## src/sv/fpsa_pkg.sv

```systemverilog
package fpsa_pkg;

    localparam int MAX_ENTRIES = 64;
    localparam int IDX_W       = $clog2(MAX_ENTRIES);
    localparam int CNT_W       = $clog2(MAX_ENTRIES + 1);
    localparam int ADDR_W      = IDX_W + 1;           // bank bit on top
    localparam int END_W       = 32 + IDX_W + 1;      // packed end, never wraps

    localparam logic [2:0] OP_ALLOC   = 3'd0;
    localparam logic [2:0] OP_RELEASE = 3'd1;
    localparam logic [2:0] OP_ADD     = 3'd2;
    localparam logic [2:0] OP_COMPACT = 3'd3;
    localparam logic [2:0] OP_RESET   = 3'd4;

    localparam logic [1:0] ST_OK     = 2'd0;
    localparam logic [1:0] ST_NOFIT  = 2'd1;
    localparam logic [1:0] ST_FULL   = 2'd2;
    localparam logic [1:0] ST_NOCONT = 2'd3;

    localparam logic [1:0] FIT_BEST  = 2'd1;
    localparam logic [1:0] FIT_WORST = 2'd2;

    localparam logic REG_FIT_METHOD  = 1'b0;
    localparam logic REG_MEMORY_SIZE = 1'b1;

    typedef struct packed {
        logic [31:0] base;
        logic [31:0] size;
        logic        hole;
        logic [15:0] owner;
    } t_entry;

    typedef enum logic [1:0] {
        KIND_FAIL = 2'd0,
        KIND_INIT = 2'd1,
        KIND_SCAN = 2'd2,
        KIND_COPY = 2'd3
    } t_kind;

    typedef struct packed {
        logic load;
        logic boot;
        logic init;
        logic scan;
        logic copy;
        logic tail;
        logic flush;
        logic result;
    } t_dp_cmd;

    typedef struct packed {
        t_kind kind;
        logic  src_end;
        logic  scan_fail;
        logic  abort_now;
        logic  copy_fail;
        logic  out_free;
    } t_dp_sts;

endpackage

```

## src/sv/fpsa_ctrl.sv

```systemverilog
module fpsa_ctrl (
    input  logic              i_clk,
    input  logic              i_rst_n,
    input  logic              i_in_valid,
    output logic              o_in_ready,
    input  fpsa_pkg::t_dp_sts i_sts,
    output fpsa_pkg::t_dp_cmd o_cmd
);

    typedef enum logic [7:0] {
        S_BOOT  = 8'b0000_0001,
        S_IDLE  = 8'b0000_0010,
        S_PREP  = 8'b0000_0100,
        S_SCAN  = 8'b0000_1000,
        S_COPY  = 8'b0001_0000,
        S_TAIL  = 8'b0010_0000,
        S_FLUSH = 8'b0100_0000,
        S_DONE  = 8'b1000_0000
    } t_state;

    t_state r_state, n_state;

    always_comb begin
        n_state    = r_state;
        o_cmd      = '0;
        o_in_ready = 1'b0;
        case (r_state)
            S_BOOT: begin
                o_cmd.boot = 1'b1;
                n_state    = S_IDLE;
            end
            S_IDLE: begin
                o_in_ready = 1'b1;
                if (i_in_valid) begin
                    o_cmd.load = 1'b1;
                    n_state    = S_PREP;
                end
            end
            S_PREP: begin
                case (i_sts.kind)
                    fpsa_pkg::KIND_INIT: begin
                        o_cmd.init = 1'b1;
                        n_state    = S_DONE;
                    end
                    fpsa_pkg::KIND_SCAN: n_state = S_SCAN;
                    fpsa_pkg::KIND_COPY: n_state = S_COPY;
                    default:             n_state = S_DONE;
                endcase
            end
            S_SCAN: begin
                o_cmd.scan = 1'b1;
                if (i_sts.src_end) begin
                    n_state = i_sts.scan_fail ? S_DONE : S_COPY;
                end
            end
            S_COPY: begin
                o_cmd.copy = 1'b1;
                if (i_sts.abort_now) begin
                    n_state = S_DONE;
                end else if (i_sts.src_end) begin
                    n_state = i_sts.copy_fail ? S_DONE : S_TAIL;
                end
            end
            S_TAIL: begin
                o_cmd.tail = 1'b1;
                n_state    = S_FLUSH;
            end
            S_FLUSH: begin
                o_cmd.flush = 1'b1;
                n_state     = S_DONE;
            end
            S_DONE: begin
                if (i_sts.out_free) begin
                    o_cmd.result = 1'b1;
                    n_state      = S_IDLE;
                end
            end
            default: n_state = S_BOOT;
        endcase
    end

    always_ff @(posedge i_clk) begin
        if (!i_rst_n) begin
            r_state <= S_BOOT;
        end else begin
            r_state <= n_state;
        end
    end

endmodule

```

## config.mk

```make
export PLATFORM = sky130hd
export DESIGN_NAME = fpsa_ctrl
export DESIGN_NICKNAME = d
export VERILOG_FILES = /design/src/sv/fpsa_pkg.sv /design/src/sv/fpsa_ctrl.sv
export SDC_FILE = /design/constraint.sdc
export NUM_CORES = 1
export LEC_CHECK = 0
export BUFFER_PORTS_ARGS = -buffer_cell sky130_fd_sc_hd__buf_2
export CAP_MARGIN = 20
export CELL_PAD_IN_SITES_DETAIL_PLACEMENT = 1
export CELL_PAD_IN_SITES_GLOBAL_PLACEMENT = 1
export CORE_UTILIZATION = 38
export CTS_CLUSTER_SIZE = 8
export DETAILED_ROUTE_END_ITERATION = 8
export GPL_ROUTABILITY_DRIVEN = 1
export GPL_TIMING_DRIVEN = 1
export MAX_ROUTING_LAYER = met4
export PLACE_DENSITY = 0.86
export SLEW_MARGIN = 30
export SYNTH_ARGS = -nofsm -noshare
export SYNTH_HDL_FRONTEND = slang
export SYNTH_SLANG_ARGS = --single-unit
```

## constraint.sdc

```tcl
create_clock -name i_clk -period 4.2 [get_ports i_clk]
set_input_delay 0 -clock i_clk [delete_from_list [all_inputs] [get_ports i_clk]]
set_output_delay 0 -clock i_clk [all_outputs]
set_load 0.01 [all_outputs]
```

==> run metrics <==
number of flip-flops in the largest register 8; WP data required about 4200 ps; peak supply drop about 0.16 mV; Vert. Die Dim approximately 43 um; Hold Path Depth 3; pwr/cell area 270 nW/um^2; Main synth FF type dfxtp_1; Post-Synthesis Cells roughly 80; final weighted congestion in routability-driven placement 0.790; Root Buffer clkbuf_4; worst-path maximum fanout 10; worst-skew pair later-pin latency between 200 and 300 ps; Post-synth EDFFs 0; min-delay worst type in -> reg; Clock Power Share between 30% and 40%; RSZ-0062 raised after global routing no; Unique masters post-synth 35; final core occ just under 50%; CP Capture Type output port; Crit-path slowest cell dfxtp_1; Cell Rows 14; hold endpoint r_state[3]$_SDFFE_PN0P_; r2r setup slk roughly 2700 ps; slowest stage delay, CP ~420 ps; final antenna-violating net count 0; drt drc 0; Reg2Reg Capture Point r_state[4]$_SDFFE_PN0P_; CP Data Arrival Time 1760 ps; cell taking the most area after synthesis dfxtp_1; final setup TNS 0 ps; Worst-Margin Slew 392 ps; reg2reg start r_state[4]$_SDFFE_PN0P_; share of cells above drive strength 1 between 20 and 30%; filler cell count roughly 200; nets about 110; Port Buf Inserts 18; Mapped Area between 600 and 700 um^2; Reg power frac between 40% and 50%; global-route wire length before repair 2.82 mm; Lkg Pwr roughly 0.33 nW; CP Launch Type flop; vias in the first global route around 670; Clock transition at path regs 60 ps; worst-case reg-to-reg path depth 5; top-area cell type share of the netlist area approximately a quarter; Starting Density a little over two fifths; YS warnings 0; Ports 19; Sw Pwr 66.3 uW; Ant. Diodes 0; Sw Share 32.5%; core area approximately 1500 um^2; period utilization 41.9%; Final Hold Fails 0; die area approximately 1900 um^2; sequential area share after synthesis approximately 25%; endpoints failing setup 0; drt wl/cell approximately 16 um; Resize count post-CTS 0; Final Skew a little over 0.6 ps; GRT overflow 0; Final Slew Violations 0; via total after detailed routing 667; DRT iter0 DRCs 7; Pwr Total between 200 and 250 uW; clock sinks 8; die extent in x ~43 um; initial antenna violation count 0; number of max-cap violations 0; asr flop ratio synth 0%; Final HPWL DP roughly 1.2 mm; P&R area growth vs syn 17.1%; Pre-Repair DR Iteration Count 4; post-synthesis net count between 80 and 90; #FFs+latches synth 8; critical path class reg -> out; Max Clk Rate around 570 MHz; dpl cells 107; WL final 1.77 mm; Int Power approximately 140 uW; pin count of the biggest net entering global routing 12; Final Instance Count excl. Fillers between 100 and 150; Gate power share between 20% and 30%; TritonCTS buffer count 3; All-Layer GR Usage a little over a fifth; Max clock buf depth 2; worst rel slew slack about 74%; crit path time final around 1800 ps; CTS tree built; Largest regs r_state: 8 flops; hold slack ~65 ps; vias per cell 5.96; H-tree depth 1; register with the highest flop count r_state; crit path cell chain nor2_1 > nand3b_1 > nor4_1 > buf_2; Mapped Avg Cell Area between 8 and 9 um^2; outcome finished clean; Hold Path Origin i_sts[5]; largest cells by area after synthesis dfxtp_1, and3_1, o21ai_0, buf_6, nor2_1
==> power groups by stage <==
stage	logic (mW)	clock network, mW	registers [mW]
6_report	0.0483	0.0682	0.0874
5_1_grt	0.0542	0.0718	0.0879
4_1_cts	0.0490	0.0699	0.0871
3_5_place_dp	0.0468	0	0.0889
3_3_place_gp	0.0465	0	0.0884
2_1_floorplan	0.0418	0	0.0824
==> critical path: cells and delay by family, from the launching register on <==
family,cells,cell delay [ps]
AND/OR/NAND/NOR,3,860
flip-flops,1,420
buffers and inverters,1,200
==> metrics by stage <==
stage	instance area [um^2]	setup slack [ps]
4_1_cts	754	2490
6_report	754	2440
2_1_floorplan	644	2820
3_3_place_gp	712	2720
3_5_place_dp	712	2670
5_1_grt	754	2380
==> timing repair <==
action                                 in CTS  in global routing
endpoints found under the hold margin       2                  0
setup buffers                               0                  0
hold buffers                                2                  0
==> synthesized netlist by cell type (2+ instances only) <==
| cell type | instances |
|---|---|
| and2_1 | 2 |
| nand2_1 | 5 |
| nor2b_1 | 3 |
| buf_6 | 2 |
| o21ai_0 | 5 |
| nor4_1 | 2 |
| nand4_1 | 2 |
| dfxtp_1 | 8 |
| and4_1 | 2 |
| and3_1 | 4 |
| nor2_1 | 6 |
| nor3b_1 | 3 |
| xor2_1 | 2 |
| inv_1 | 2 |
| nand2b_1 | 2 |
| o22ai_1 | 3 |
| nand4b_1 | 2 |
| nor4b_1 | 2 |
| buf_2 | 4 |
| nor3_2 | 2 |
| nor3_1 | 2 |
==> final cells by class <==
class | count | area [um^2] | share of cell area, %
clock buffers | 3 | 22.5 | 2.99
well taps | 16 | 20.0 | 2.65
inverters | 2 | 7.51 | 0.995
flip-flops and latches | 8 | 160 | 21.2
repair buffers | 20 | 110 | 14.6
multi-input cells | 63 | 434 | 57.5
==> routing by layer <==
metal | wire, um | GRT usage (%) | vias up
met5 | 0 | - | -
met4 | 63 | 16.4 | 0
met3 | 64 | 5.11 | 7
met2 | 841 | 34.6 | 16
met1 | 801 | 23.3 | 314
li1 | - | - | 330
==> placed cells by master, fill, tap and decap left out, types with 2 or more instances in the layout <==
master         count
and3_1             4
nor2_1             6
dfxtp_1            8
nor4b_1            2
dlygate4sd3_1      2
nor3_2             2
nor2b_1            3
o21ai_0            5
inv_1              2
and4_1             2
nand4_1            2
and2_1             2
nand2b_1           2
o22ai_1            3
nand4b_1           2
nor3_1             2
buf_2             18
clkbuf_4           3
nand2_1            5
nor4_1             2
nor3b_1            3
xor2_1             2
==> worst max path at each step <==
stage	from	to	slack, ps	depth (start not counted)
2_1_floorplan	r_state[1]$_SDFFE_PN0P_	r_state[5]$_SDFFE_PN0P_	2820	5
3_3_place_gp	r_state[7]$_SDFFE_PN0P_	r_state[5]$_SDFFE_PN0P_	2720	4
3_5_place_dp	r_state[4]$_SDFFE_PN0P_	r_state[5]$_SDFFE_PN0P_	2670	4
4_1_cts	r_state[5]$_SDFFE_PN0P_	o_cmd[5]	2490	4
5_1_grt	r_state[5]$_SDFFE_PN0P_	o_cmd[5]	2380	4
6_report	r_state[6]$_SDFFE_PN0P_	o_cmd[5]	2440	4
==> logic make-up after synthesis <==
| logic type | Yosys count | share of synthesized area (%) |
|---|---|---|
| buffers and inverters | 8 | 7.77 |
| xor gates and xnor gates | 3 | 4.08 |
| AOI/OAI and AO/OA | 15 | 15.9 |
| and+or+nand+nor | 45 | 47.4 |
| DFF | 8 | 24.9 |
Power figures use the tool's default switching activity.
